==> config.mk <==
export PLATFORM = sky130hd
export DESIGN_NAME = plain_changes_permutation_gen_core
export DESIGN_NICKNAME = d
export VERILOG_FILES = /design/src/rtl/pcpg_pkg.sv /design/src/rtl/pcpg_cell.sv /design/src/rtl/plain_changes_permutation_gen_core.sv
export SDC_FILE = /design/constraint.sdc
export NUM_CORES = 1
export LEC_CHECK = 0
export ABC_AREA = 1
export ABC_CLOCK_PERIOD_IN_PS = 32600
export BUFFER_PORTS_ARGS = -buffer_cell sky130_fd_sc_hd__buf_2
export CORE_AREA = 3 3 249 190
export DETAILED_ROUTE_END_ITERATION = 6
export DIE_AREA = 0 0 252 193
export PLACE_DENSITY = 0.51
export SLEW_MARGIN = 20
export SYNTH_ARGS = -nofsm -noshare
export SYNTH_HDL_FRONTEND = slang
export SYNTH_SLANG_ARGS = --single-unit
==> constraint.sdc <==
create_clock -name aclk -period 32.6 [get_ports aclk]
set_input_delay 4.89 -clock aclk [delete_from_list [all_inputs] [get_ports aclk]]
set_output_delay 4.89 -clock aclk [all_outputs]
set_load 0.01 [all_outputs]
==> src/rtl/pcpg_pkg.sv <==
// Package for the plain-changes permutation generator.
// Holds widths, the cell control and link types and the identity order word.
// No dependencies.
`default_nettype none

package pcpg_pkg;

    localparam int MAX_ELEMENTS = 16;
    localparam int IDX_W        = $clog2(MAX_ELEMENTS);
    localparam int ELEM_W       = 4;
    localparam int CNT_W        = 5;
    localparam int Q_W          = CNT_W + 1;
    localparam int K_W          = IDX_W;
    localparam int POS_W        = Q_W;
    localparam int SIZE_W       = 5;
    localparam int WORD_W       = 64;
    localparam logic [SIZE_W-1:0] SIZE_RESET = SIZE_W'(4);

    // broadcast from the top level to every cell
    typedef struct packed {
        logic              load_id;
        logic              advance;
        logic              do_swap;
        logic [IDX_W-1:0]  swap_pos;
    } pcpg_cell_ctl_t;

    // handed from cell m+1 down to cell m
    typedef struct packed {
        logic              carry;
        logic [K_W-1:0]    k;
    } pcpg_link_t;

    // identity permutation packed one nibble per entry
    function automatic logic [WORD_W-1:0] identity_word();
        logic [WORD_W-1:0] w;
        w = '0;
        for (int i = 0; i < MAX_ELEMENTS; i++) begin
            w[ELEM_W*i +: ELEM_W] = ELEM_W'(i);
        end
        return w;
    endfunction

endpackage

`default_nettype wire

==> src/rtl/pcpg_cell.sv <==
// One level cell of the plain-changes generator: order entry, counter, direction.
// Depends on pcpg_pkg.
`default_nettype none

module pcpg_cell (
    input  wire logic                          aclk,
    input  wire logic                          aresetn,
    input  wire pcpg_pkg::pcpg_cell_ctl_t      ctl,
    input  wire logic [pcpg_pkg::IDX_W-1:0]    cell_idx,
    input  wire pcpg_pkg::pcpg_link_t          link_in,
    output pcpg_pkg::pcpg_link_t               link_out,
    input  wire logic [pcpg_pkg::ELEM_W-1:0]   order_left,
    input  wire logic [pcpg_pkg::ELEM_W-1:0]   order_right,
    output logic [pcpg_pkg::ELEM_W-1:0]        order_q,
    output logic                               hit,
    output logic [pcpg_pkg::POS_W-1:0]         hit_pos
);
    import pcpg_pkg::*;

    logic [ELEM_W-1:0] order_reg, order_next;
    logic [CNT_W-1:0]  count_reg, count_next;
    logic              down_reg, down_next;
    logic [Q_W-1:0]    q;
    logic              bounce_top;
    logic              bounce_zero;
    logic              done;
    logic              active;

    // next counter value and bounce detection
    always_comb begin
        if (down_reg) begin
            q = (count_reg == '0) ? '0 : Q_W'(count_reg) - Q_W'(1);
        end else begin
            q = Q_W'(count_reg) + Q_W'(1);
        end
        bounce_top  = (q == Q_W'(cell_idx) + Q_W'(1));
        bounce_zero = (q == '0);
        done        = !bounce_top && !bounce_zero;
    end

    // scan chain toward the lower level
    assign active         = link_in.carry && ctl.advance;
    assign link_out.carry = link_in.carry && !done;
    assign link_out.k     = link_in.k + K_W'(link_in.carry && bounce_zero);
    assign hit            = link_in.carry && done;
    assign hit_pos        = q + POS_W'(link_in.k);

    // counter and direction update
    always_comb begin
        count_next = count_reg;
        down_next  = down_reg;
        if (ctl.load_id) begin
            count_next = '0;
            down_next  = 1'b0;
        end else if (active) begin
            count_next = q[CNT_W-1:0];
            if (bounce_top) begin
                down_next = 1'b1;
            end else if (bounce_zero) begin
                down_next = 1'b0;
            end
        end
    end

    // order entry: identity load or adjacent swap with a neighbor
    always_comb begin
        order_next = order_reg;
        if (ctl.load_id) begin
            order_next = ELEM_W'(cell_idx);
        end else if (ctl.do_swap) begin
            if (cell_idx == ctl.swap_pos - IDX_W'(1)) begin
                order_next = order_right;
            end else if (cell_idx == ctl.swap_pos) begin
                order_next = order_left;
            end
        end
    end

    always_ff @(posedge aclk) begin
        if (!aresetn) begin
            order_reg <= ELEM_W'(cell_idx);
            count_reg <= '0;
            down_reg  <= 1'b0;
        end else begin
            order_reg <= order_next;
            count_reg <= count_next;
            down_reg  <= down_next;
        end
    end

    assign order_q = order_reg;

endmodule

`default_nettype wire

==> src/rtl/plain_changes_permutation_gen_core.sv <==
// Plain-changes permutation generator, top level: size register, cell row, result stage.
// Depends on pcpg_pkg and pcpg_cell.
//
// Usage:
//   Configuration: cfg_wr_en with cfg_wr_data writes the size (0 acts as 1,
//   above 16 acts as 16). Write it only while no request is outstanding.
//   Input channel (s_valid/s_ready/s_restart): one request per permutation.
//   s_restart = 1 loads the identity order and returns it; s_restart = 0
//   steps to the next order by one adjacent swap.
//   Result channel (m_valid/m_ready): m_found, m_order_word (entry i in bits
//   4i+3..4i) and m_swap_position (upper index of the swapped pair).
//   Latency: the result is valid the cycle after the request is accepted.
//   Throughput: one request per cycle while the result stage is not stalled;
//   the level scan ripples combinationally through the row of sixteen cells,
//   and the cell registers update at acceptance.
//   Stall: while a result waits with m_ready low, s_ready is low and the
//   generator state holds; s_ready returns high in the cycle the result is
//   taken, so a new request can be accepted in that same cycle.
//   Reset: synchronous active-low aresetn loads the identity order, clears
//   counters and directions, clears the exhausted flag, sets the size to 4
//   and empties the result stage.
//   Once every permutation has been produced, m_found is 0 and the order
//   holds until the next restart request.
`default_nettype none

module plain_changes_permutation_gen_core (
    input  wire logic                           aclk,
    input  wire logic                           aresetn,
    input  wire logic                           cfg_wr_en,
    input  wire logic [pcpg_pkg::SIZE_W-1:0]    cfg_wr_data,
    input  wire logic                           s_valid,
    output logic                                s_ready,
    input  wire logic                           s_restart,
    output logic                                m_valid,
    input  wire logic                           m_ready,
    output logic                                m_found,
    output logic [pcpg_pkg::WORD_W-1:0]         m_order_word,
    output logic [pcpg_pkg::IDX_W-1:0]          m_swap_position
);
    import pcpg_pkg::*;

    logic [SIZE_W-1:0]  size_reg;
    logic [SIZE_W-1:0]  size_eff;
    logic [IDX_W-1:0]   top_idx;
    logic               exhausted_reg, exhausted_next;
    logic               m_valid_reg, m_valid_next;
    logic               found_reg, found_next;
    logic [IDX_W-1:0]   swap_pos_reg, swap_pos_next;
    logic               accept;
    logic               exhausting;
    logic               any_hit;
    logic [POS_W-1:0]   pos;
    logic               pos_ok;
    pcpg_cell_ctl_t     ctl;

    pcpg_link_t                  link_in  [MAX_ELEMENTS];
    pcpg_link_t                  link_out [MAX_ELEMENTS];
    logic [ELEM_W-1:0]           order_q  [MAX_ELEMENTS];
    logic [MAX_ELEMENTS-1:0]     hit;
    logic [POS_W-1:0]            hit_pos  [MAX_ELEMENTS];

    // size register
    always_ff @(posedge aclk) begin
        if (!aresetn) begin
            size_reg <= SIZE_RESET;
        end else if (cfg_wr_en) begin
            size_reg <= cfg_wr_data;
        end
    end

    // clamp size into 1..MAX_ELEMENTS
    always_comb begin
        if (size_reg == '0) begin
            size_eff = SIZE_W'(1);
        end else if (size_reg > SIZE_W'(MAX_ELEMENTS)) begin
            size_eff = SIZE_W'(MAX_ELEMENTS);
        end else begin
            size_eff = size_reg;
        end
    end
    assign top_idx = IDX_W'(size_eff - SIZE_W'(1));

    assign s_ready = !m_valid_reg || m_ready;
    assign accept  = s_valid && s_ready;

    // scan entry: the chain starts at the top level, cells above it stay idle
    for (genvar g = 0; g < MAX_ELEMENTS; g++) begin : g_link
        if (g == MAX_ELEMENTS - 1) begin : g_last
            assign link_in[g].carry = (top_idx == IDX_W'(g));
            assign link_in[g].k     = '0;
        end else begin : g_mid
            always_comb begin
                if (top_idx == IDX_W'(g)) begin
                    link_in[g].carry = 1'b1;
                    link_in[g].k     = '0;
                end else if (top_idx > IDX_W'(g) && g != 0) begin
                    link_in[g] = link_out[g+1];
                end else begin
                    link_in[g].carry = 1'b0;
                    link_in[g].k     = '0;
                end
            end
        end
    end

    // cell row
    for (genvar g = 0; g < MAX_ELEMENTS; g++) begin : g_cell
        logic [ELEM_W-1:0] left_v;
        logic [ELEM_W-1:0] right_v;
        if (g == 0) begin : g_lo
            assign left_v = '0;
        end else begin : g_lo_n
            assign left_v = order_q[g-1];
        end
        if (g == MAX_ELEMENTS - 1) begin : g_hi
            assign right_v = '0;
        end else begin : g_hi_n
            assign right_v = order_q[g+1];
        end

        pcpg_cell u_cell (
            .aclk        (aclk),
            .aresetn     (aresetn),
            .ctl         (ctl),
            .cell_idx    (IDX_W'(g)),
            .link_in     (link_in[g]),
            .link_out    (link_out[g]),
            .order_left  (left_v),
            .order_right (right_v),
            .order_q     (order_q[g]),
            .hit         (hit[g]),
            .hit_pos     (hit_pos[g])
        );

        assign m_order_word[ELEM_W*g +: ELEM_W] = order_q[g];
    end
    if (WORD_W > ELEM_W * MAX_ELEMENTS) begin : g_pad
        assign m_order_word[WORD_W-1:ELEM_W*MAX_ELEMENTS] = '0;
    end

    // the lowest scanned level runs off the end: all orders produced
    assign exhausting = (top_idx == '0) ? link_out[0].carry : link_out[1].carry;

    // select the swap position of the level that stopped the scan
    always_comb begin
        pos = '0;
        for (int i = 0; i < MAX_ELEMENTS; i++) begin
            pos = pos | (hit[i] ? hit_pos[i] : '0);
        end
        any_hit = |hit;
        pos_ok  = any_hit && (pos >= POS_W'(1)) && (pos < POS_W'(size_eff));
    end

    // cell control
    always_comb begin
        ctl.load_id  = accept && s_restart;
        ctl.advance  = accept && !s_restart && !exhausted_reg;
        ctl.do_swap  = ctl.advance && pos_ok;
        ctl.swap_pos = pos[IDX_W-1:0];
    end

    // result and exhausted flag
    always_comb begin
        exhausted_next = exhausted_reg;
        found_next     = found_reg;
        swap_pos_next  = swap_pos_reg;
        m_valid_next   = m_valid_reg;
        if (m_valid_reg && m_ready) begin
            m_valid_next = 1'b0;
        end
        if (accept) begin
            m_valid_next = 1'b1;
            if (s_restart) begin
                exhausted_next = 1'b0;
                found_next     = 1'b1;
                swap_pos_next  = '0;
            end else if (exhausted_reg) begin
                found_next    = 1'b0;
                swap_pos_next = '0;
            end else if (exhausting) begin
                exhausted_next = 1'b1;
                found_next     = 1'b0;
                swap_pos_next  = '0;
            end else begin
                found_next    = 1'b1;
                swap_pos_next = pos_ok ? pos[IDX_W-1:0] : '0;
            end
        end
    end

    always_ff @(posedge aclk) begin
        if (!aresetn) begin
            exhausted_reg <= 1'b0;
            m_valid_reg   <= 1'b0;
        end else begin
            exhausted_reg <= exhausted_next;
            m_valid_reg   <= m_valid_next;
        end
    end

    always_ff @(posedge aclk) begin
        found_reg    <= found_next;
        swap_pos_reg <= swap_pos_next;
    end

    assign m_valid         = m_valid_reg;
    assign m_found         = found_reg;
    assign m_swap_position = swap_pos_reg;

    // at most one level stops the scan
    a_hit_onehot: assert property (@(posedge aclk) disable iff (!aresetn)
        $onehot0(hit))
        else $error("more than one cell stopped the level scan");

    // a swap never coincides with exhaustion
    a_swap_not_exh: assert property (@(posedge aclk) disable iff (!aresetn)
        ctl.do_swap |-> !exhausting)
        else $error("swap issued on an exhausting step");

    // restart returns the identity order
    a_restart_id: assert property (@(posedge aclk) disable iff (!aresetn)
        accept && s_restart |=> m_order_word == identity_word() && m_found)
        else $error("restart did not return the identity order");

    // once exhausted, a step leaves the order alone
    a_exh_hold: assert property (@(posedge aclk) disable iff (!aresetn)
        accept && !s_restart && exhausted_reg |=> $stable(m_order_word) && !m_found)
        else $error("order changed while exhausted");

    // no swap position without a new permutation
    a_pos_found: assert property (@(posedge aclk) disable iff (!aresetn)
        m_valid && !m_found |-> m_swap_position == '0)
        else $error("swap position reported without a permutation");

endmodule

`default_nettype wire
Yosys cells after proc, flatten, opt, wreduce, memory -nomap -nowiden --
Cells that the tools add are included.
Word-level totals: flip-flop bits (word level) 172, latch bits 0, memories 0, memory bits (read-only) 0, input bits 11, memory bits (writable) 0
Cells by class: add/subtract/negate cells 62, multipliers 0, $lt $le $gt $ge 17, muxes and demuxes 151, div/mod/pow operators 0, reduce and logical (&&, ||, !) cells 242, bitwise gates (word level) 17, equal/unequal tests 61, shifts and indexed selects 0
Operator list (count):
- $mux W6 | 48
- $mux W5 | 31
- $mux W4 | 32
- $add A5 B1 Y6 const B | 16
- $logic_not A6 Y1 | 16
- $sub A5 B1 Y6 const B | 16
- $add A6 B4 Y6 | 15
- $or A6 B6 Y6 | 15
- $logic_and A1 B1 Y1 | 86
- $logic_not A5 Y1 | 17
- $reduce_bool A2 Y1 | 33
- $eq A4 B4 Y1 const A | 16
- $reduce_and A2 Y1 | 32
- $add A4 B1 Y4 | 13
- $logic_not A1 Y1 | 51
- $eq A6 B4 Y1 const B | 8
- $mux W1 | 40
- $eq A3 B4 Y1 const A | 8
- $eq A4 B4 Y1 const B | 8
- $gt A4 B4 Y1 const B | 7
- $eq A6 B3 Y1 const B | 4
- $eq A2 B4 Y1 const A | 4
- $eq A4 B3 Y1 const B | 4
- $gt A4 B3 Y1 const B | 4
- 18 further kinds | 26

Longest topological paths before layout --
word-level depth 84, depth in mapped cells 75, depth with buffers taken out 74

Modules after synthesis --
Synthesis repeated with hierarchy kept, for this count alone.
Second synthesis, totals: cell total of the unflattened synthesis 3451, area, all modules 21937.3 um^2
By module, submodules not included:
- pcpg_cell (g_cell[12].u_cell ...) | times used 9, seq. area each 240.2 um^2, cells each 186, area an instance 1216.2 um^2
- pcpg_cell (g_cell[0].u_cell ...) | times used 5, seq. area each 240.2 um^2, cells each 188, area an instance 1244.9 um^2
- plain_changes_permutation_gen_core | times used 1, seq. area each 290.3 um^2, cells each 465, area an instance 2265.9 um^2
- pcpg_cell (g_cell[9].u_cell) | times used 1, seq. area each 240.2 um^2, cells each 186, area an instance 1255.0 um^2
- pcpg_cell (g_cell[6].u_cell) | times used 1, seq. area each 240.2 um^2, cells each 186, area an instance 1246.2 um^2

Worst setup path before layout --
Ideal clock, no wire load.
path type register -> register, start point register size_reg[2], end point register g_cell[15].u_cell.order_reg[0], path slack 21.987 ns, setup time 0.134 ns, required time 32.466 ns, arrival 10.479 ns, stages on the path, launching flop included 70, buffers on the path 1, clock period less this slack 10.613 ns, cells stage by stage dfxtp_1 > nor2_1 > nand2_1 > nor2_1 > nor2_1 > nor2_2 > inv_1 > ha_1 > xor2_4 > inv_4 > nand2_4 > nor2_1 > inv_1 > nor2_1 > inv_1 > nor4_1 > ha_1 > inv_1 > [34 not listed] > inv_1 > ha_1 > nand3_1 > fa_1 > o21ai_0 > xor2_1 > nand3_1 > nand2_1 > ha_1 > a21oi_1 > nand4_1 > nor2_4 > nand3_4 > nor2_4 > buf_6 > nand2_1 > nand2_1 > nand3_1
Between the ends: cells in the longest elaborated chain, start to end 70
RTL lines:
- start: declaration | RTL line plain_changes_permutation_gen_core.sv:42 | logic [SIZE_W-1:0] size_reg;
- start signal: assignment | RTL line plain_changes_permutation_gen_core.sv:67 | size_reg <= cfg_wr_data;
- $gt A5 B5 Y1 | RTL line plain_changes_permutation_gen_core.sv:75 | end else if (size_reg > SIZE_W'(MAX_ELEMENTS)) begin
- $mux W5 | RTL line plain_changes_permutation_gen_core.sv:75
- $mux W5 * | RTL line plain_changes_permutation_gen_core.sv:73 | if (size_reg == '0) begin
- parallel branches: the longest is 67 deep, another holds $sub A4 B1 Y4
- end signal: assignment | RTL line pcpg_cell.sv:81 | order_reg <= ELEM_W'(cell_idx);
- end signal: assignment | RTL line pcpg_cell.sv:85 | order_reg <= order_next;
- end: declaration | RTL line pcpg_cell.sv:20 | logic [ELEM_W-1:0] order_reg, order_next;
Every way passes the cells marked *. A chain may end at the register's enable or synchronous reset.

Worst setup path in the final report --
Same ends and word-level chain as after synthesis.

==> results.md <==
- Slew Limit Fails: 0
- Filler cell count: 4797
- Total CTS buffers: 17
- Sw frac: 0.3263
- Sink Count: roughly 170
- Syn Nets: 2662
- Async S/R FF share, synth: 0
- 1st-iter DRT viols: 1169
- Internal power: between 300 and 400 uW
- Slew headroom: 0.3265
- NetSw: 178.2 uW
- CTS tree: done
- Buf+Inv Stages, Crit Path: 16
- Worst slack at placement: 19950 ps
- Initial antenna violation count: 0
- Gpl congestion: 0.8406
- WL final: 47080 um
- Cell with the most instances after synthesis: nand2_1
- Largest area contributor in the netlist: dfxtp_1
- Global-route wire length before repair: 76400 um
- Gate power share: 0.199
- Worst-margin pin slew: 1004 ps
- Hold crit path type: register to register
- Max reg flops: 80
- Setup TNS: 0 ps
- Final Hold Fails: 0
- Sequential power share: 0.402
- Final worst path period share: 0.3892
- Number of synthesized flops with an enable pin: 5
- Mean Syn Cell Area: ~6.3 um^2
- Fin nets: roughly 2700
- Crit end category: register
- Crit Path Category: register to register
- Post-synth cell types: 61
- Diodes inserted: 0
- Antenna-violating nets left: 0
- DIE HEIGHT: 193 um
- Endpoints failing setup: 0
- Crit Reg-Reg Startpoint: size_reg[2]$_SDFFE_PN1P_
- Share of layout cells above drive strength 1: 0.09182
- Peak VDD IR: 37.60 uV
- Max-cap check violation count: 0
- DP HPWL: approximately 37000 um
- Die area: slightly below 50000 um^2
- Fin crit period: 12690 ps
- Synth warn: 0
- Clk_lat worst skew: 460 ps
- Family with the most delay on the worst path: adder cells
- Seq/Total Area, Yosys: 0.2218
- Crit-path slowest cell: buf_4
- Post-route DRC: 0
- Std-Cell Rows: 67
- Starting density of the core: 0.3518
- Leak: 0.008233 uW
- Clock transition at the registers of the reported paths: 70 ps
- Remaining global-route overflow: 0
- Core area: 44770 um^2
- Syn Inst Count: ~2500
- Yosys reg bits: 172
- Power Dens Cells: 31.54 nW/um^2
- Max Fanout on Critical Path: 79
- Critical Path Most Common Cell: ha_1
- Die W: 252 um
- Routed len/inst: 14.81 um
- CP required: roughly 33000 ps
- Worst EP arrival: 13020 ps
- Top FF cell, synth: dfxtp_1
- Post-CTS resize count: 0
- Total track usage: 0.1936
- First-pass DRT Iterations: 7
- PortBufs: 81
- Vias per cell: about 5.0
- Number of hold buffers added after CTS: 0
- Num ports: 82
- Layout Skew: 15.90 ps
- FF/Latch Area: 3493 um^2
- First element of the critical path: size_reg[2]$_SDFFE_PN1P_
- Clk pwr share: 0.398
- Area of the multi-input gates: approximately 10000 um^2
- Deepest clock path buffer count: 2
- Largest net degree at the start of global routing: around 100
- Most common library cells after synthesis: nand2_1 (484), inv_1 (435), nor2_1 (266)
- Startpoint Class: register
- Dominant cells by area after synthesis: dfxtp_1 (21%), nand2_1 (12%), inv_1 (10%), ha_1 (9.5%), nand3_1 (8.3%)
- Post-synth top area share: 0.2123
- Root Buffer: clkbuf_16
- H-tree levels: 4
- Number of global-route vias before repair: 14460
- Via Count: about 16000
- Fmax: 0.07881 GHz
- Post-CTS setup buffers: 0
- Worst hold start: g_cell[13].u_cell.order_q[3]$_SDFFE_PP1P_
- RSZ-0062 raised after global routing: no
- Worst setup margin: 19910 ps
- Power Total: 546.2 uW
- Status: completed
- Max incr delay on CP: 650 ps
- Mapped cell area: about 16000 um^2
- Synthesis-to-layout area growth: 9.971%
layout make-up:
cell class | instances | share of cell area
flip-flops and latches | 172 | 0.2017
repair buffers | 87 | 0.02716
well taps | 586 | 0.04233
clock buffers | 24 | 0.02897
inverters | 461 | 0.1002
multi-input cells | 1840 | 0.5936
clock inverters | 8 | 0.006069
cells by family (layout without fill, tap and decap cells):
family                   Yosys count  in the layout  share of synthesized area
XOR/XNOR                          82             82                    0.04679
buffers and inverters            506            580                     0.1262
AND/OR/NAND/NOR                 1211           1211                     0.3467
adder cells (fa/ha/maj)          133            133                     0.1119
flip-flops                       172            172                     0.2218
AO/OA/AOI/OAI                    414            414                     0.1467
layout by cell type (no fill, tap or decap), types with 14 or more instances in the layout:
cell type / instances
a31oi_1: 14
xnor2_1: 24
clkbuf_16: 17
nand2_1: 484
inv_2: 23
or2_2: 14
nand2_2: 26
nor3_1: 39
a21oi_1: 132
buf_2: 81
nor2_2: 24
dfxtp_1: 167
nor2_1: 266
ha_1: 120
inv_1: 434
o21ai_0: 180
nand4_1: 43
nand3_1: 261
o21ai_1: 14
xor2_1: 57
per-layer routing:
metal  GRT usage  up-vias  routed length [um]
met2      0.2664      366               18320
met4     0.03281        0                 286
li1            -     8311                   -
met3     0.03339       19                2573
met1      0.3108     7275               25900
met5           0        -                   0
per-stage QoR:
stage            util  hold slack, ps  instance area, um^2  instances
3_3_place_gp   0.3727           467.5                16680       3145
5_1_grt        0.3869           503.0                17320       3178
2_1_floorplan       -           448.2                15750       2518
3_5_place_dp   0.3727           468.9                16680       3145
4_1_cts        0.3863           484.9                17290       3177
6_report       0.3869           479.3                17320       3178
path summary, 6_finish.rpt:
path	endpoint	slack (ps)	cells after the start
hold reg to reg	g_cell[13].u_cell.order_q[3]$_SDFFE_PP1P_	480	2
setup reg to reg	g_cell[15].u_cell.order_q[0]$_SDFFE_PP1P_	19910	67
setup / recovery	g_cell[15].u_cell.order_q[0]$_SDFFE_PP1P_	19910	67
hold / removal	g_cell[13].u_cell.order_q[3]$_SDFFE_PP1P_	480	2
worst reg2reg max path: cells and delay by family (launching register included):
| kind | cells | cell delay, ps |
|---|---|---|
| and+or+nand+nor | 29 | 4160 |
| AOI/OAI and AO/OA | 3 | 990 |
| DFF | 1 | 370 |
| xor gates and xnor gates | 2 | 300 |
| buffers and inverters | 16 | 1620 |
| adders and majority gates | 17 | 5100 |
power by group through the flow:
stage / logic [uW] / clock network [uW] / registers, uW
6_report: 109 / 218 / 220
5_1_grt: 122 / 233 / 220
4_1_cts: 108 / 224 / 220
3_5_place_dp: 107 / 0 / 224
3_3_place_gp: 107 / 0 / 225
2_1_floorplan: 79.2 / 0 / 224
Note: power is estimated with default switching activity, not from simulation.
